--- config.mk ---
export PLATFORM = sky130hd
export DESIGN_NAME = tls_stencil
export DESIGN_NICKNAME = d
export VERILOG_FILES = /design/src/hw/rtl/tls_pkg.sv /design/src/hw/rtl/tls_stencil.sv
export SDC_FILE = /design/constraint.sdc
export NUM_CORES = 1
export LEC_CHECK = 0
export BUFFER_PORTS_ARGS = -buffer_cell sky130_fd_sc_hd__buf_4
export CAP_MARGIN = 30
export CORE_MARGIN = 10
export CORE_UTILIZATION = 55
export DETAILED_ROUTE_END_ITERATION = 8
export PLACE_DENSITY = 0.79
export SLEW_MARGIN = 0
export SYNTH_ARGS = -nofsm -noshare
export SYNTH_HDL_FRONTEND = slang
export SYNTH_SLANG_ARGS = --single-unit
--- constraint.sdc ---
create_clock -name clock -period 9.5 [get_ports clock]
set_input_delay 0.475 -clock clock [delete_from_list [all_inputs] [get_ports clock]]
set_output_delay 0.475 -clock clock [all_outputs]
set_load 0.01 [all_outputs]
--- src/hw/rtl/tls_pkg.sv ---
package tls_pkg;

   // Widths of the fields that the channels carry.
   localparam int PIX_W      = 8;
   localparam int LAP_W      = 11;
   localparam int SIZE_W     = 12;
   localparam int THR_W      = 8;

   // Control and status register port.
   localparam int CSR_INDEX_W = 2;
   localparam int CSR_DATA_W  = 12;

   localparam logic [CSR_INDEX_W-1:0] CSR_IMAGE_WIDTH    = 2'd0;
   localparam logic [CSR_INDEX_W-1:0] CSR_IMAGE_HEIGHT   = 2'd1;
   localparam logic [CSR_INDEX_W-1:0] CSR_DIFF_THRESHOLD = 2'd2;

   // Reset values of the size registers.
   localparam logic [SIZE_W-1:0] IMAGE_WIDTH_RESET  = 12'd640;
   localparam logic [SIZE_W-1:0] IMAGE_HEIGHT_RESET = 12'd480;
   localparam logic [THR_W-1:0]  THRESHOLD_RESET    = 8'd0;

   // Input beat.
   typedef struct packed {
      logic [PIX_W-1:0] pixel_value;
      logic             flush_row;
   } req_type;

   // Result beat.
   typedef struct packed {
      logic signed [LAP_W-1:0] laplacian_value;
      logic                    frame_last;
   } rsp_type;

   // Position flags of one item, worked out when it is accepted.
   typedef struct packed {
      logic emit;       // a result for the row above is produced
      logic below;      // the item carries a real pixel (not the drain row)
      logic has_left;
      logic has_right;
      logic has_up;
      logic last;       // result belongs to the final pixel of the frame
   } item_ctl_type;

   // One line memory entry: the pixel of the row above and of the row above that.
   typedef struct packed {
      logic [PIX_W-1:0] line1;
      logic [PIX_W-1:0] line2;
   } line_entry_type;

   localparam int LINE_ENTRY_W = $bits(line_entry_type);

endpackage

--- src/hw/rtl/tls_stencil.sv ---
module tls_stencil #(
   parameter int MAX_WIDTH = 2048
) (
   input  logic                             clock,
   input  logic                             reset,
   input  logic                             accept,
   output logic                             ready,
   input  logic [$clog2(MAX_WIDTH)-1:0]     col_addr,
   input  logic [$clog2(MAX_WIDTH)-1:0]     col_next_addr,
   input  tls_pkg::item_ctl_type            item_ctl,
   input  logic [tls_pkg::PIX_W-1:0]        pixel_value,
   input  logic [tls_pkg::THR_W-1:0]        threshold,
   input  tls_pkg::line_entry_type          rd_data_a,
   input  tls_pkg::line_entry_type          rd_data_b,
   output logic                             wr_en,
   output logic [$clog2(MAX_WIDTH)-1:0]     wr_addr,
   output tls_pkg::line_entry_type          wr_data,
   output logic                             rsp_valid,
   input  logic                             rsp_ready,
   output tls_pkg::rsp_type                 rsp_data
);

   import tls_pkg::*;

   localparam int COL_W = $clog2(MAX_WIDTH);

   // A neighbour difference that counts only above the threshold.
   function automatic logic signed [LAP_W-1:0] masked_diff(
      input logic [PIX_W-1:0] nb,
      input logic [PIX_W-1:0] c,
      input logic [THR_W-1:0] thr
   );
      logic signed [PIX_W:0] d;
      logic [PIX_W:0]        mag;
      d   = $signed({1'b0, nb}) - $signed({1'b0, c});
      mag = d[PIX_W] ? (PIX_W + 1)'(-d) : (PIX_W + 1)'(d);
      if (mag > {1'b0, thr}) begin
         masked_diff = LAP_W'(d);
      end else begin
         masked_diff = '0;
      end
   endfunction

   logic               s1_valid_ff;
   item_ctl_type       s1_ctl_ff;
   logic [COL_W-1:0]   s1_col_ff;
   logic [PIX_W-1:0]   s1_pix_ff;
   logic               fwd_a_ff;
   logic               fwd_b_ff;
   line_entry_type     fwd_data_ff;
   logic [PIX_W-1:0]   left_ff;
   logic               rsp_valid_ff;
   rsp_type            rsp_data_ff;
   rsp_type            rsp_data_in;

   logic                    out_free;
   logic                    s1_adv;
   line_entry_type          entry;
   logic [PIX_W-1:0]        centre;
   logic [PIX_W-1:0]        right_pix;
   logic signed [LAP_W-1:0] t_left, t_right, t_up, t_down;
   logic signed [LAP_W-1:0] sum;

   // The stage moves on when the output register is empty or being emptied.
   assign out_free = !rsp_valid_ff || rsp_ready;
   assign s1_adv   = s1_valid_ff && out_free;
   assign ready    = !s1_valid_ff || out_free;

   // Memory data, with the write of the item just ahead forwarded.
   assign entry     = fwd_a_ff ? fwd_data_ff : rd_data_a;
   assign right_pix = fwd_b_ff ? fwd_data_ff.line1 : rd_data_b.line1;
   assign centre    = entry.line1;

   // Read-modify-write: the new pixel moves in and the row above moves down.
   assign wr_en         = s1_adv && s1_ctl_ff.below;
   assign wr_addr       = s1_col_ff;
   assign wr_data.line1 = s1_pix_ff;
   assign wr_data.line2 = centre;

   // Four thresholded terms; neighbours outside the image give nothing.
   assign t_left  = s1_ctl_ff.has_left  ? masked_diff(left_ff, centre, threshold)     : '0;
   assign t_right = s1_ctl_ff.has_right ? masked_diff(right_pix, centre, threshold)   : '0;
   assign t_up    = s1_ctl_ff.has_up    ? masked_diff(entry.line2, centre, threshold) : '0;
   assign t_down  = s1_ctl_ff.below     ? masked_diff(s1_pix_ff, centre, threshold)   : '0;
   assign sum     = t_left + t_right + t_up + t_down;

   assign rsp_data_in.laplacian_value = sum;
   assign rsp_data_in.frame_last      = s1_ctl_ff.last;

   // Stage one: the item whose memory read is in flight.
   always_ff @(posedge clock) begin
      if (reset) begin
         s1_valid_ff <= 1'b0;
      end else if (accept) begin
         s1_valid_ff <= 1'b1;
      end else if (s1_adv) begin
         s1_valid_ff <= 1'b0;
      end
   end

   always_ff @(posedge clock) begin
      if (accept) begin
         s1_ctl_ff   <= item_ctl;
         s1_col_ff   <= col_addr;
         s1_pix_ff   <= pixel_value;
         fwd_a_ff    <= wr_en && (wr_addr == col_addr);
         fwd_b_ff    <= wr_en && (wr_addr == col_next_addr);
         fwd_data_ff <= wr_data;
      end
   end

   // The centre of this item is the left neighbour of the next one in the row.
   always_ff @(posedge clock) begin
      if (s1_adv) begin
         left_ff <= centre;
      end
   end

   // Output register.
   always_ff @(posedge clock) begin
      if (reset) begin
         rsp_valid_ff <= 1'b0;
      end else if (s1_adv && s1_ctl_ff.emit) begin
         rsp_valid_ff <= 1'b1;
      end else if (rsp_ready) begin
         rsp_valid_ff <= 1'b0;
      end
   end

   always_ff @(posedge clock) begin
      if (s1_adv && s1_ctl_ff.emit) begin
         rsp_data_ff <= rsp_data_in;
      end
   end

   assign rsp_valid = rsp_valid_ff;
   assign rsp_data  = rsp_data_ff;

`ifndef ASSERT_OFF
   // A blocked stage keeps its item.
   a_stage_holds: assert property (@(posedge clock) disable iff (reset)
      (s1_valid_ff && !out_free) |=> (s1_valid_ff && $stable(s1_col_ff)))
      else $error("stage one lost its item while blocked");

   // With the output and the stage both full, no new beat may enter.
   a_no_accept_when_full: assert property (@(posedge clock) disable iff (reset)
      (rsp_valid_ff && !rsp_ready && s1_valid_ff) |-> !ready)
      else $error("input ready while the pipeline is full");

   // The final result of a frame lies on the drain row at its last column.
   a_last_on_drain: assert property (@(posedge clock) disable iff (reset)
      (s1_valid_ff && s1_ctl_ff.last) |-> (!s1_ctl_ff.below && !s1_ctl_ff.has_right))
      else $error("frame end flagged away from the drain row end");
`endif

endmodule

### After elaboration in Yosys (flattened, before gate mapping)

Index checks and enable logic that the tools add are counted.

| word-level totals | value |
|---|---|
| input bits | 80 |
| output and inout bits | 42 |
| flip-flop bits (word level) | 65 |

| operators by class | value |
|---|---|
| reductions and logical operators | 11 |
| add/sub/neg operators | 11 |
| muxes and demuxes | 18 |
| eq/ne operators | 2 |
| order comparisons | 4 |

Operator list:

| operator | count |
|---|---|
| 11-bit two-way mux | 8 |
| 9-bit by 8-bit greater-than comparator with 1-bit output | 4 |
| 9-bit two-way mux | 4 |
| 9-bit negation | 4 |
| 8-bit by 8-bit subtractor with 9-bit output | 4 |
| 11-bit adder | 3 |
| 11-bit == test | 2 |
| 16-bit two-way mux | 1 |
| 8-bit two-way mux | 1 |
| 1-bit logical AND | 5 |
| 1-bit two-way mux | 4 |
| 2-bit nonzero test | 2 |
| 1-bit zero test | 2 |
| 1-bit logical OR | 2 |

### Logic depth before layout (Yosys ltp)

| logic depth | value |
|---|---|
| depth in word-level cells | 10 |
| mapped depth | 31 |

### Worst setup path before layout

No wires, ideal clock.

| timing path | value |
|---|---|
| path kind | register -> register |
| from | register fwd_a_ff |
| to | register rsp_data_ff, in the netlist rsp_data[11] (data pin) |
| slack | 2.293 ns |
| buffers on the path | 2 |
| data arrival time | 7.040 ns |
| stages on the path, launching flop included | 27 |
| period minus slack after synthesis | 7.207 ns |
| cells stage by stage | edfxtp_1 clkbuf_1 buf_1 mux2i_1 ha_1 nor2b_1 o21a_1 or4_4 a2111oi_4 nor2_1 xnor2_1 ha_1 a2111oi_0 o21ai_0 nand2_1 nor2_1 fa_1 inv_1 fa_1 inv_1 ha_1 a21o_1 a21oi_1 o21ai_0 or4_1 and3_1 a211oi_1 |

RTL lines:

| element | RTL line | RTL |
|---|---|---|
| start, declared | tls_stencil.sv:48 | `logic fwd_a_ff;` |
| start signal, assigned | tls_stencil.sv:106 | `fwd_a_ff <= wr_en && (wr_addr == col_addr);` |
| end signal, assigned | tls_stencil.sv:132 | `rsp_data_ff <= rsp_data_in;` |
| end, declared | tls_stencil.sv:53 | `rsp_type rsp_data_ff;` |

==> results.toml <==
[run_status]
status = "complete, no violations"

[clock_tree]
cts_root_buf = "clkbuf_16"
postCtsSetupRepairBufs = 0
post_cts_resized = 0
cts.clk_slew.worst_paths_ns = 0.06
cts_tree = "done"
insertion_delay_ns = 0.34
cts_max_path_buffers = 2
cts_hold_buf = 0
cts_max_level = 3
cts_sinks = 65
numCtsBuffers = 9

[die]
die_w_um = 128
row_count = 39
die-area_um2 = 16400
ioPinCount = 122
core_area_um2 = 11400
die_h_um = 128
initial_core_util_pct = 56.1

[sta]
hold_viol = 0
slew_viol_final = 0
timing.setup.tns_ns = 0
setup_viol = 0
finalCritPeriodShare_pct = 84.6
rsz0062_at_grt = "false"
max_freq_mhz = 124
max-slew-margin-rel_pct = 41.1
finalCriticalPeriod_ns = 8.04
skew_ns = 0.00659
tightest_slew_ns = 0.882

[yosys]
syn_avg_cell_area_um2 = 9.93
synthesis.nets = 826
syn_area_um2 = 6400
yosys_register_bits = 65
synth_area_leaders = "edfxtp_1 (30%), ha_1 (15%), xnor2_1 (7.8%)"
synth_compound_area_share_pct = 15.6
netlist-cell-type-count = 61
synth_top_area_share_pct = 29.5
synthCells = 645
ys.flop_type = "edfxtp_1"
yosysMostFrequentCell = "ha_1"
synthArstFlopShare_pct = 0
synth_xor_area_share_pct = 9.96
synthSimpleGateAreaFrac_pct = 12.8
yosysTopAreaCell = "edfxtp_1"
yosys_warnings = 0
synth_top_family_by_area = "adder cells"
ys_seq_area_share_pct = 30.2
synth_edf_count = 63
synthTopCellsByCount = "ha_1 (78), inv_1 (69), edfxtp_1 (63)"
synthMuxAreaShare_pct = 4.57
yosys.area_share.adder_pct = 22.4

[detailed_routing]
postRouteAntennaNets = 0
drc_errors = 0
wire_per_inst_um = 19.0
vias = 5338
drt_pre_antenna_iters = 5
viasPerCell = 5.85
drt_wl_total_mm = 17.3
drt_iter0_drc = 471

[grt]
grt_max_degree = 45
grt_pass1_vias = 5643
grt-ovfl-total = 0
grt_pass1_wl_mm = 28.0
grt_antenna_before_repair = 0
groute.usage.overall_pct = 21.1

[final_layout]
layout.nets = 945
areaGrowthSynthToFinish_pct = 21.3
diodes = 0
finalInstanceArea_um2 = 7770
drive_gt1_share_pct = 22.6
final_cells = 912

[power_and_ir_drop]
p_per_area_nw_per_um2 = 214
irDropWorstVdd_uv = 187
leakage_uw = 0.00344
power_uw = 1660

[worst_setup_path]
cp_data_required_time_ns = 9.59
critical_path.top_delay_family = "adder cells"
path_buf_inv = 2
worstPathArrival_ns = 8.13
critPathLaunchType = "flip-flop"
worstSetupPathType = "reg -> reg"
slowest_delay_ns = 0.90
critPathMaxFanout = 16
crit_path_end_kind = "flip-flop"
slowest_stage = "edfxtp_1"

[place]
place_congestion = 1.01
placed_cell_area_um2 = 7420
post-dp-hpwl_mm = 14.1
placedCellCount = 896
io_buffers = 113

[worst_hold_path]
hold_path_class = "in -> reg"

[job]
cap_violations = 0
[area by class of cell]
type / instances / area, µm²
timing repair buffer: 114 / 856
inverter: 69 / 259
clock inverter: 7 / 125
clock buffer: 9 / 225
sequential: 65 / 1930
tap: 143 / 179
multi-input combinational: 505 / 4190
fill: 886 / 3650
[state kept, by name, indices dropped and copies added, names as in the netlist]
| signal | flops |
|---|---|
| fwd_b_ff | 1 |
| wr_addr | 11 |
| left_ff | 8 |
| rsp_data_in | 1 |
| fwd_data_ff | 16 |
| s1_valid_ff | 1 |
| s1_pix_ff | 8 |
| rsp_data | 12 |
| rsp_valid | 1 |
| fwd_a_ff | 1 |
| s1_ctl_ff | 5 |
[worst paths after layout]
| path | depth (start not counted) | from | to | slack, ns |
|---|---|---|---|---|
| setup / recovery | 26 | fwd_a_ff | rsp_data[8] | 1.46 |
| hold / removal | 2 | reset | s1_valid_ff | 0.29 |
| setup reg to reg | 26 | fwd_a_ff | rsp_data[8] | 1.46 |
| hold reg to reg | 0 | rsp_data_in[0] | rsp_data[0] | 0.43 |
[report_power, final]
group	switching [µW]	leakage (µW)	internal (µW)
Sequential	16.5	0.000628	362
Clock	136	0.000171	260
Combinational	501	0.00264	383
[cell usage in the layout (no fill, tap or decap), drive strengths merged, types with 3 or more instances in the layout]
cell type  synthesis  final
nand2             29     29
bufinv             0      3
xor2              15     15
a21oi             35     35
o21a              12     12
nor2b             14     14
o22ai              4      4
edfxtp            63     63
mux2              18     18
o41ai              3      3
o31ai              6      6
inv               69     72
nor3               7      7
o211ai             5      5
nand3             13     13
a31oi              4      4
and3               8      8
ha                78     78
nand2b             8      8
nand4              9      9
or2                9      9
clkbuf             4      9
nor2              49     49
xnor2             57     57
a21o              10     10
fa                23     23
a2111oi            4      4
buf                2    114
o21ai             30     30
o21bai             3      3
and2               5      5
or4                5      5
a211oi             8      8
mux2i              9      9
[layer usage]
| metal | share of wire, % | track usage (%) | vias up |
|---|---|---|---|
| li1 | - | - | 2565 |
| met2 | 49 | 35.1 | 221 |
| met4 | 2.2 | 7.42 | 0 |
| met1 | 42 | 25.7 | 2517 |
| met3 | 7.4 | 5.75 | 35 |
| met5 | 0 | 0 | - |
[worst register-to-register path, delay by kind of cell, from the launching register on]
kind            cells  cell delay (ns)
simple gates        5             0.85
buf+inv             2             0.12
compound gates      9             2.55
fa+ha+maj           7             2.61
xor+xnor            2             0.31
mux                 1             0.45
flops               1             0.90
[stage by stage]
stage / util, % / setup slack [ns] / hold WS, ns
2_1_floorplan: - / 2.29 / 0.400
3_3_place_gp: 65.0 / 1.98 / 0.405
3_5_place_dp: 65.0 / 1.79 / 0.410
4_1_cts: 68.0 / 1.66 / 0.286
5_1_grt: 68.0 / 1.02 / 0.295
6_report: 68.0 / 1.46 / 0.294
[cell families after synthesis]
logic type / Yosys count
and+or+nand+nor: 162
AOI/OAI and AO/OA: 143
adders and majority gates: 101
buffers and inverters: 75
xor gates and xnor gates: 72
DFF: 65
muxes: 27
Power figures use the tool's default switching activity.
