File: config.mk
export PLATFORM = sky130hd
export DESIGN_NAME = tls_seq
export DESIGN_NICKNAME = d
export VERILOG_FILES = /design/src/hw/rtl/tls_pkg.sv /design/src/hw/rtl/tls_seq.sv
export SDC_FILE = /design/constraint.sdc
export NUM_CORES = 1
export LEC_CHECK = 0
export ABC_CLOCK_PERIOD_IN_PS = 4200
export BUFFER_PORTS_ARGS = -buffer_cell sky130_fd_sc_hd__buf_2
export CORE_MARGIN = 1.5
export CORE_UTILIZATION = 57
export DETAILED_ROUTE_END_ITERATION = 6
export PLACE_DENSITY = 0.81
export RECOVER_POWER = 100
export SLEW_MARGIN = 25
export SYNTH_ARGS = -nofsm -noshare
export SYNTH_HDL_FRONTEND = slang
export SYNTH_SLANG_ARGS = --single-unit
File: constraint.sdc
create_clock -name clock -period 4.2 [get_ports clock]
set_input_delay 0.21 -clock clock [delete_from_list [all_inputs] [get_ports clock]]
set_output_delay 0.21 -clock clock [all_outputs]
set_load 0.005 [all_outputs]
File: src/hw/rtl/tls_pkg.sv
package tls_pkg;

   // Widths of the fields that the channels carry.
   localparam int PIX_W      = 8;
   localparam int LAP_W      = 11;
   localparam int SIZE_W     = 12;
   localparam int THR_W      = 8;

   // Control and status register port.
   localparam int CSR_INDEX_W = 2;
   localparam int CSR_DATA_W  = 12;

   localparam logic [CSR_INDEX_W-1:0] CSR_IMAGE_WIDTH    = 2'd0;
   localparam logic [CSR_INDEX_W-1:0] CSR_IMAGE_HEIGHT   = 2'd1;
   localparam logic [CSR_INDEX_W-1:0] CSR_DIFF_THRESHOLD = 2'd2;

   // Reset values of the size registers.
   localparam logic [SIZE_W-1:0] IMAGE_WIDTH_RESET  = 12'd640;
   localparam logic [SIZE_W-1:0] IMAGE_HEIGHT_RESET = 12'd480;
   localparam logic [THR_W-1:0]  THRESHOLD_RESET    = 8'd0;

   // Input beat.
   typedef struct packed {
      logic [PIX_W-1:0] pixel_value;
      logic             flush_row;
   } req_type;

   // Result beat.
   typedef struct packed {
      logic signed [LAP_W-1:0] laplacian_value;
      logic                    frame_last;
   } rsp_type;

   // Position flags of one item, worked out when it is accepted.
   typedef struct packed {
      logic emit;       // a result for the row above is produced
      logic below;      // the item carries a real pixel (not the drain row)
      logic has_left;
      logic has_right;
      logic has_up;
      logic last;       // result belongs to the final pixel of the frame
   } item_ctl_type;

   // One line memory entry: the pixel of the row above and of the row above that.
   typedef struct packed {
      logic [PIX_W-1:0] line1;
      logic [PIX_W-1:0] line2;
   } line_entry_type;

   localparam int LINE_ENTRY_W = $bits(line_entry_type);

endpackage

File: src/hw/rtl/tls_seq.sv
module tls_seq #(
   parameter int MAX_WIDTH  = 2048,
   parameter int MAX_HEIGHT = 2048
) (
   input  logic                             clock,
   input  logic                             reset,
   input  logic                             accept,
   input  logic [tls_pkg::SIZE_W-1:0]       image_width,
   input  logic [tls_pkg::SIZE_W-1:0]       image_height,
   output logic [$clog2(MAX_WIDTH)-1:0]     col_addr,
   output logic [$clog2(MAX_WIDTH)-1:0]     col_next_addr,
   output tls_pkg::item_ctl_type            item_ctl
);

   import tls_pkg::*;

   localparam int COL_W  = $clog2(MAX_WIDTH);
   localparam int FW_W   = $clog2(MAX_WIDTH + 1);
   localparam int ROW_W  = $clog2(MAX_HEIGHT + 1);
   localparam int CMP_A  = (SIZE_W > FW_W) ? SIZE_W : FW_W;
   localparam int CMP_W  = (CMP_A > ROW_W) ? CMP_A : ROW_W;

   logic [COL_W-1:0] col_ff, col_in;
   logic [ROW_W-1:0] row_ff, row_in;
   logic [FW_W-1:0]  fw_ff;
   logic [ROW_W-1:0] fh_ff;

   logic [CMP_W-1:0] width_wide;
   logic [CMP_W-1:0] height_wide;
   logic [FW_W-1:0]  fw_cfg;
   logic [ROW_W-1:0] fh_cfg;
   logic             frame_start;
   logic [FW_W-1:0]  fw;
   logic [ROW_W-1:0] fh;
   logic [FW_W-1:0]  col_plus;
   logic             row_end;

   // Saturate the configured sizes into their legal ranges.
   always_comb begin
      width_wide  = CMP_W'(image_width);
      height_wide = CMP_W'(image_height);
      if (width_wide == '0) begin
         fw_cfg = FW_W'(1);
      end else if (width_wide > CMP_W'(MAX_WIDTH)) begin
         fw_cfg = FW_W'(MAX_WIDTH);
      end else begin
         fw_cfg = FW_W'(width_wide);
      end
      if (height_wide == '0) begin
         fh_cfg = ROW_W'(1);
      end else if (height_wide > CMP_W'(MAX_HEIGHT)) begin
         fh_cfg = ROW_W'(MAX_HEIGHT);
      end else begin
         fh_cfg = ROW_W'(height_wide);
      end
   end

   // Sizes are taken from the registers at the first item of each frame.
   assign frame_start = (col_ff == '0) && (row_ff == '0);
   assign fw          = frame_start ? fw_cfg : fw_ff;
   assign fh          = frame_start ? fh_cfg : fh_ff;
   assign col_plus    = FW_W'(col_ff) + FW_W'(1);
   assign row_end     = (col_plus >= fw);

   // Position flags of the item at the head of the input.
   always_comb begin
      item_ctl.emit      = (row_ff != '0);
      item_ctl.below     = (row_ff < fh);
      item_ctl.has_left  = (col_ff != '0);
      item_ctl.has_right = (col_plus < fw);
      item_ctl.has_up    = ({1'b0, row_ff} >= (ROW_W + 1)'(2));
      item_ctl.last      = !(row_ff < fh) && (col_plus == fw);
   end

   // Raster position; the drain row (row equal to the height) wraps to a new frame.
   always_comb begin
      col_in = col_ff + COL_W'(1);
      row_in = row_ff;
      if (row_end) begin
         col_in = '0;
         if (row_ff == fh) begin
            row_in = '0;
         end else begin
            row_in = row_ff + ROW_W'(1);
         end
      end
   end

   always_ff @(posedge clock) begin
      if (reset) begin
         col_ff <= '0;
         row_ff <= '0;
      end else if (accept) begin
         col_ff <= col_in;
         row_ff <= row_in;
      end
   end

   always_ff @(posedge clock) begin
      if (accept && frame_start) begin
         fw_ff <= fw_cfg;
         fh_ff <= fh_cfg;
      end
   end

   assign col_addr      = col_ff;
   assign col_next_addr = col_ff + COL_W'(1);

endmodule

---- Yosys cells after proc, flatten, opt, wreduce, memory -nomap -nowiden ----
Index checks and enable logic that the tools add are counted.
Widths: inputs -> output; s select.
word-level totals
  register bits after elaboration ......... 47
  input port bits ......................... 27
  output and inout bits ................... 28
  word-level logic and storage cells ...... 34
cells by class
  add/subtract/negate cells ............... 3
  order comparisons ....................... 6
  eq/ne operators ......................... 2
  multiplexer cells ....................... 8
  reductions and logical operators ........ 11
operator list
  cell                   number
  $mux 12                7
  $logic_not 12->1       3
  $eq 12x12->1           2
  $gt 12x12->1 const B   2
  $lt 12x12->1           2
  $add 11x1->12 const B  1
  $add 12x1->12 const B  1
  $ge 12x12->1           1
  $ge 12x2->1 const B    1
  $reduce_bool 12->1     1
  $add 11x1->11 const B  1
  $logic_not 11->1       1
  $mux 11                1
  $reduce_bool 11->1     1
  $logic_and 1x1->1      3
  $reduce_and 2->1       1
  $logic_not 1->1        1

---- Depth between registers and ports, before layout ----
Gate-level depths: netlist (run 1).
  word-level depth ........................ 7
  depth in mapped cells ................... 15
  mapped depth without buffers ............ 13

---- Least setup slack after synthesis (run 1) ----
No wires, ideal clock.
  path kind ............................... register to register
  from .................................... register row_ff[7]
  to ...................................... register fh_ff[0], enable pin
  library setup time ...................... 435 ps
  arrival ................................. 2621 ps
  required time ........................... 3765 ps
  setup slack ............................. 1144 ps
  stages on the path, launching flop included .. 4
  buffers on the path ..................... 0
  path through ............................ dfxtp_1 nor4_4 nand4_4 nor3_1
on the way
  word-level cells in the longest chain between the ends .. 3
RTL lines
  item                    RTL line        source
  from (decl)             tls_seq.sv:24   logic [ROW_W-1:0] row_ff, row_in;
  from (signal assigned)  tls_seq.sv:95   row_ff <= row_in;
  $logic_not 12->1        tls_seq.sv:59   assign frame_start = (col_ff == '0) && (row_ff == '0);
  $logic_and 1x1->1       tls_seq.sv:59
  $logic_and 1x1->1       tls_seq.sv:100  if (accept && frame_start) begin
  to (signal assigned)    tls_seq.sv:102  fh_ff <= fh_cfg;
  to (decl)               tls_seq.sv:26   logic [ROW_W-1:0] fh_ff;
No other way between the ends.
A chain may end at the register's enable or synchronous reset.

==> impl_summary.md, run 1 <==
Timing
The clock period could shrink to ~3.8 ns. The setup slack of the critical path after layout is approximately 0.44 ns. The final hold violation count is 0. Setup repair after global routing left no endpoint under its margin.

The final setup violation count is 0. The headroom to the max-slew limit is roughly an eighth. The achievable clock frequency is about 0.27 GHz. The aggregate negative setup slack is 0 ns.

Clock skew on the completed layout was measured at around 0.0073 ns. The number of max-slew violations in the final report is 0. Of the available clock period, the critical path in the final layout requires about nine tenths. At the pin with the least slew margin, the transition time is approximately 1.3 ns.

Synthesis
The post-synthesis cell area is ~3300 sq um. The parity-gate share of the synthesized area counting xor and xnor cells is between 2 and 3%. Of the post-synthesis cell area, the part taken by muxes is slightly below 8%. After synthesis, the share of flip-flops with an asynchronous set or reset is 0%. Synthesis produced approximately 320 cells. Of the total synthesized cell area, the portion taken by AND, OR, NAND and NOR gates is between 20% and 30%. By area, the combinational part of the netlist is dominated by simple AND/OR/NAND/NOR gates. The fraction of the mapped netlist area in adder cells is 11.08%. Counting every net in the synthesized netlist gives ~380. For this run, the leading register cell type out of synthesis is edfxtp_1. The sequential element share of the synthesized area is a little over a third. The average instance in the mapped netlist occupies around 10 sq um. Synthesis inferred 47 register bits. The number of distinct standard cells referenced by the synthesized netlist is 52.

The number of synthesized flops with an enable pin is 24. The number of synthesis warnings is 0. The complex-gate fraction of the synthesized area is 13.68%.

GRT
The routing usage on met2 is around 43%. Entering global routing, the biggest net connects 25 pins. met2 is the most crowded layer. The number of global-route vias before repair came to between 2,000 and 2,500. The global routing usage on met1 is 29.96%. The first global-routing pass estimated approximately 12,000 microns of wire. The remaining global-route overflow is 0.

In the global route stage, met3 resource usage came out at 4.138%. Global routing consumed, over all layers together, ~24% of the routing resources. The number of antenna violations at the first check in global routing is 0.

Placement
Before CTS, the worst setup slack after placement is approximately 0.9 ns. The area after detailed placement is ~3600 sq um. Port buffering added between 50 and 60 buffers. The wire-length estimate of the detail-placed layout is about 5500 microns.

At the end of routability-driven placement, the weighted congestion stood at about 0.87.

Power and ir drop
Dividing total power by cell area gives a power density of roughly 300 nW/um^2. The switching share of power is between 20% and 30%. The analysis attributes to net switching a power of ~0.29 mW. The analysis attributes to cell leakage a power of about 1.5 nW.

VDD sags by at most 164.5 uV. The internal power is a little under 0.8 mW. In this run, flip-flops and latches consume 48.7% of the power. The part of the total power dissipated in the clock network is between 30% and 40%. The share of total power dissipated in combinational logic is between 20% and 30%.

Floorplan
The top-level I/O count is 55. The die width is 78.79 microns. After floorplanning, the core was divided into 27 placement rows. The area inside the core boundary is 5540 sq um. For this configuration, the core starts out at a cell density of just under 60%.

The floorplan step defined a die boundary enclosing ~6200 sq um. The die is slightly below 80 microns tall.

CTS
The number of resized instances in the post-cts repair step is 0. In this run, post-CTS hold repair placed 0 buffers. The clock root buffer master is clkbuf_8. After clock tree synthesis, the setup repair step added 0 buffers. The clock latency on the worst-skew pair is about 0.3 ns. Clock-pin slew was measured on the worst setup and hold paths at about 0.09 ns. The clock buffer count from CTS is 5.

Counting along the longest clock path gives a buffer depth of 2. TritonCTS built the clock tree. The H-tree was split into 2 levels. For this design, the sink count on the clock tree is 47.

Routing
The total length of routed wires is 7230 microns. After detailed routing, the number of remaining DRC violations is 0. For this block, the via count after detailed routing is 2,689.

Dividing the detail-routed wire length by the instance count gives roughly 16 microns. After the first detailed-routing iteration, the DRC count stood at approximately 160. The count of nets left with antenna violations once routing finished came out at 0. Dividing the detail-routed via count by the number of cells gives between 6 and 7. The first detailed-routing pass took 4 iterations.

Critical path
The worst setup path is of the register to output pin kind. The worst endpoint required time is 3.99 ns. The family with the most delay on the worst path is simple AND/OR/NAND/NOR gates. The largest single stage delay on the critical path is roughly 0.51 ns.

STA classifies the critical path endpoint as an output pin. The slowest stage of the critical path belongs to the cell nor2_8. The number of buffers and inverters on the critical path is 2.

The type of origin of the critical path is a register. The worst endpoint data arrival time is between 3 and 4 ns. In this run the worst path has a maximum fanout of 24. Traced cell by cell, the critical path runs through nor4_4 > nand4_1 > nor2_8 > mux2i_1 > ha_1 > nand2_1 > nor2_1 > a211oi_1 > nand3_1 > inv_2 > buf_2.

Layout
The number of antenna diodes in the final layout is 0. Leaving out fill and tap cells, the most frequent cell in the layout is buf_2. The proportion of layout cells with a drive suffix above 1 is 17.69%.

In the final design database the tool counted roughly 430 nets. Once layout is done, the placed cells without fillers occupy 3591 sq um. The top cell types in the final layout, fill and taps aside, are buf_2, ha_1, nor2b_1, edfxtp_1. The area overhead of the layout relative to synthesis is 9.667%.

Min path
The type of the tightest min-delay check is input port to register.

Job
The number of maximum-capacitance violations is 0.

Outcome
The flow ran to the end, and the final reports show no timing, DRC or antenna violations.
per-layer routing:
metal  wire (microns)  part of all wire (%)
met3              379                   5.2
met1             3082                    43
met4               80                   1.1
met5                0                     0
met2             3687                    51
registers in the layout, indices dropped and copies added (netlist names):
name and cells:
fh_ff 12, fw_ff 12, row_ff 12, col_addr 11
area by class of cell:
class | count | area (sq um)
clock buffers | 7 | 77.57
clock inverters | 1 | 30.03
fillers | 449 | 1949
inverters | 21 | 78.83
multi-input cells | 241 | 1866
flip-flops and latches | 47 | 1181
well taps | 72 | 90.09
repair buffers | 56 | 267.8
kinds of logic after synthesis:
| family | Yosys count |
|---|---|
| adders and majority gates | 29 |
| buffers and inverters | 35 |
| and+or+nand+nor | 114 |
| xor gates and xnor gates | 10 |
| DFF | 47 |
| AOI/OAI and AO/OA | 63 |
| muxes | 25 |
through the flow:
stage	util (%)	instances	hold WS [ns]	power (mW)
floorplan	-	323	0.3767	0.7158
global placement	64.11	437	0.5435	0.7559
detailed placement	64.11	437	0.5606	0.7643
CTS	66.06	445	0.2726	1.087
global route	64.81	445	0.2843	1.126
finish	64.81	445	0.2881	1.074
worst paths after layout:
kind | startpoint | endpoint | slack, ns | depth (start not counted)
max | row_ff[8] | item_ctl[2] | 0.44 | 11
min | image_height[4] | fh_ff[4] | 0.29 | 2
max reg2reg | row_ff[8] | row_ff[1] | 0.52 | 11
min reg2reg | col_addr[1] | col_addr[1] | 0.56 | 1
synthesized netlist by cell type, types with 2 or more instances:
library cell   n  share of area (%)
a21o_1         3               0.69
a21oi_1       15                2.3
a31oi_1        3               0.57
a32o_1         6                1.8
and2_1         2               0.38
and3_1         7                1.3
buf_12         2                1.2
buf_6          2               0.69
clkbuf_1       8               0.92
dfxtp_1       23                 14
edfxtp_1      24                 22
ha_1          29                 11
inv_1         19                2.2
inv_2          2               0.23
mux2_1         2               0.69
mux2i_1       23                7.0
nand2_1       13                1.5
nand3_1       16                2.4
nand3_2        2               0.61
nand4_1        9                1.7
nor2_1        15                1.7
nor2b_1       24                4.6
nor3_1         5               0.76
nor3_2         3               0.92
nor4_1         5               0.96
nor4_4         4                2.6
o211ai_1       3               0.69
o21a_1         2               0.46
o21ai_0       12                1.8
o32ai_1       10                2.7
xnor2_1        6                1.6
xor2_1         4                1.1
worst reg2reg max path, cell delays in order (launching register included):
cell     delay (ns)
dfxtp_1        0.38
nor4_4         0.31
nand4_1        0.31
nor2_8         0.51
mux2i_1        0.19
ha_1           0.34
nand4_1        0.20
a211o_1        0.32
nand3_1        0.17
inv_2          0.20
a21oi_1        0.45
mux2i_1        0.23
power groups by stage:
stage	combinational, mW	clock [mW]	sequential [mW]
2_1_floorplan	0.184	0	0.532
3_3_place_gp	0.224	0	0.532
3_5_place_dp	0.231	0	0.533
4_1_cts	0.232	0.332	0.523
5_1_grt	0.250	0.350	0.526
6_report	0.226	0.325	0.523
No activity file was read; power rests on OpenSTA's default activity.
==> run 2, diff against run 1 <==
RECOVER_POWER = not set   (was 100)
==> impl_summary.md, run 2 (synthesis gave the netlist of run 1 again) <==
CTS
Counting every sink on the clock net gives between 40 and 50. The maximum buffer depth of the clock tree is 2. The number of H-tree branching levels is 2. Buffers inserted during clock tree synthesis total 5. The clock root buffer master is clkbuf_8. TritonCTS built the clock tree.

The number of buffers inserted by post-CTS setup repair is 0. The hold buffer count at cts is 0. Clock-pin slew was measured on the worst setup and hold paths at 0.09 ns. The clock latency on the worst-skew pair is ~0.30 ns.

In this run, post-CTS repair resized a total of 0 instances.

Layout
The area overhead of the layout relative to synthesis is 11.77%. The number of nets in the layout is ~430. Leaving out fill and tap cells, the most frequent cells in the layout are buf_2, ha_1, nor2b_1, edfxtp_1. In the final layout, the registers with the most flip-flops are fh_ff: 12 flops, fw_ff: 12 flops, row_ff: 12 flops. The final-layout fill cell count is 434. Cells fill roughly two thirds of the core in the end.

The post-route netlist has between 20% and 30% of its cells at a drive strength greater than 1. The antenna diode instance count is 0. The leading cell type in the layout, fill and taps excluded is buf_2.

Critical path
The family with the most delay on the worst path is simple AND/OR/NAND/NOR gates. The type of origin of the critical path is a register. For the worst flop-to-flop path, the logic depth is 12. For the worst setup path, the data required time is 3.99 ns.

The cell occurring most often along the worst timing path is a21o_1. The flop-to-flop setup slack is between 0.8 and 0.9 ns. The critical path goes through nor4_4 > nand4_4 > nor2_8 > mux2i_1 > ha_1 > a21o_1 > a21o_1 > a21o_1 > a211oi_1 > o211a_1 > nor4_1 > buf_2. The worst setup path is captured at an output pin.

The number of buffers and inverters on the critical path is 1. The critical path is of the register to output pin type. The capture point of the critical path is item_ctl[0]. Tracing the worst setup path back leads to its startpoint at row_ff[7].

The maximum fanout encountered on the critical timing path is 24. The endpoint identified for the worst register-to-register timing path is row_ff[3]. In this design, the stage delay of the slowest critical-path cell is 0.46 ns. The worst endpoint data arrival time is around 3.4 ns. The cell with the biggest individual delay on the critical path is nor2_8.

In this run the critical register-to-register path is launched from row_ff[7]. The number of stages on the worst setup path is 12.

GRT
Entering global routing, the biggest net connects 25 pins. The total overflow left after global routing is 0. The number of antenna violations at the first check in global routing is 0.

The number of global-route vias before repair is 2,496. The first global-routing pass estimated 11,730 microns of wire. Global routing used 24.02% of the available tracks.

Timing
At the pin with the least slew margin, the transition time is around 0.63 ns. The achievable clock frequency is roughly 0.28 GHz. Setup repair after global routing left no endpoint under its margin.

The aggregate negative setup slack is 0 ns. The number of max-slew violations in the final report is 0. The final setup violation count is 0. The setup clock skew after layout is 0.005576 ns. Measured against its own limit, the worst slew margin works out to 57.61%. For the finished layout, the period the worst path requires is around 3.6 ns. The final hold violation count came to 0.

The worst path uses 85.67% of the clock period.

Floorplan
The die outline area is 6208 sq um. For this design the top-level I/O count stands at between 50 and 60. The height of the chip is around 79 microns. The area inside the core boundary is 5540 sq um.

The die width is 78.79 microns. The initial utilization of the core area, before any placement, comes to 59.10%. After floorplanning, the core was divided into 27 placement rows.

Routing
Dividing the detail-routed wire length by the instance count gives roughly 16 microns. The detail route stage leaves a number of antenna-violating nets equal to 0. The first-iteration detailed-routing DRC count is around 130. The total length of routed wires is slightly above 7000 microns. The detailed-route via count is between 2,000 and 3,000. The number of search-and-repair iterations in the first detailed-routing pass is 4. The remaining routing DRC violations is 0. The via density per instance is between 6 and 7.

Min path
The type of the tightest min-delay check is input port to register. In this run the most critical hold path is launched from image_height[11].

Outcome
The run finished with clean final reports.

Power and ir drop
The worst IR drop on VDD is roughly 160 uV. The total power divided by cell area is ~300 nW/um^2. The static power due to leakage is around 1.6 nW.

Placement
Detailed placement finished with a half-perimeter wire length of 5536 microns. The number of I/O port buffers is 54. Routability-driven placement finished with a final weighted congestion of ~0.87.

Job
The tool flagged a number of max-cap violations equal to 0.
[run 2: cell count changes in the layout (fill, tap and decap cells not counted), moves of 2 or more]
cell,delta
clkbuf_2,-2
nand3_1,-2
nand3_2,+2
clkbuf_1,-11
buf_2,+13
nor3_2,+2
nor3_1,-2
[run 2: area by class of cell]
type	count	area (sq um)	area share (%)
multi-input combinational	241	1917	52.38
clock buffer	7	77.57	2.120
tap	72	90.09	2.462
sequential	47	1181	32.27
clock inverter	1	30.03	0.8205
timing repair buffer	56	285.3	7.795
inverter	21	78.83	2.154
[run 2: worst min-delay path by stage]
stage | endpoint | slack, ns | depth (start not counted)
after floorplan | fh_ff[11] | 0.38 | 1
after global placement | row_ff[1] | 0.54 | 2
after detailed placement | row_ff[1] | 0.56 | 2
after CTS | fh_ff[11] | 0.27 | 1
after global routing | fh_ff[11] | 0.28 | 1
final | fh_ff[11] | 0.28 | 1
[run 2: layer usage]
| metal | global-route usage, % | wire [microns] | up-vias | part of all wire (%) |
|---|---|---|---|---|
| met5 | 0 | 0 | - | 0 |
| met4 | 5.536 | 82 | 0 | 1.1 |
| met3 | 4.138 | 329 | 8 | 4.6 |
| met2 | 43.10 | 3687 | 69 | 51 |
| met1 | 29.96 | 3121 | 1305 | 43 |
| li1 | - | - | 1312 | - |
[run 2: worst register-to-register path, stage by stage (launching register included)]
cell,delay (ns)
dfxtp_1,0.37
nor4_4,0.38
nand4_4,0.19
nor2_8,0.46
mux2i_1,0.32
ha_1,0.32
nand2_1,0.09
nor2_1,0.06
a211oi_2,0.18
nand3_2,0.14
inv_2,0.35
a21oi_1,0.13
o32ai_1,0.26
[run 2: stage by stage]
step	area [sq um]	power, mW	instances	hold WS, ns	setup WS, ns
floorplan	3274	0.7158	323	0.3767	1.144
global placement	3552	0.7559	437	0.5435	0.9706
detailed placement	3552	0.7643	437	0.5606	0.8838
CTS	3660	1.087	445	0.2726	0.5802
global route	3660	1.129	445	0.2777	0.3756
finish	3660	1.079	445	0.2760	0.6019
[run 2: power breakdown]
group          internal (mW)  total [mW]  switching (mW)
clock                  0.180       0.328           0.147
combinational         0.0969       0.229           0.132
sequential             0.513       0.522         0.00984
total                  0.790        1.08           0.289
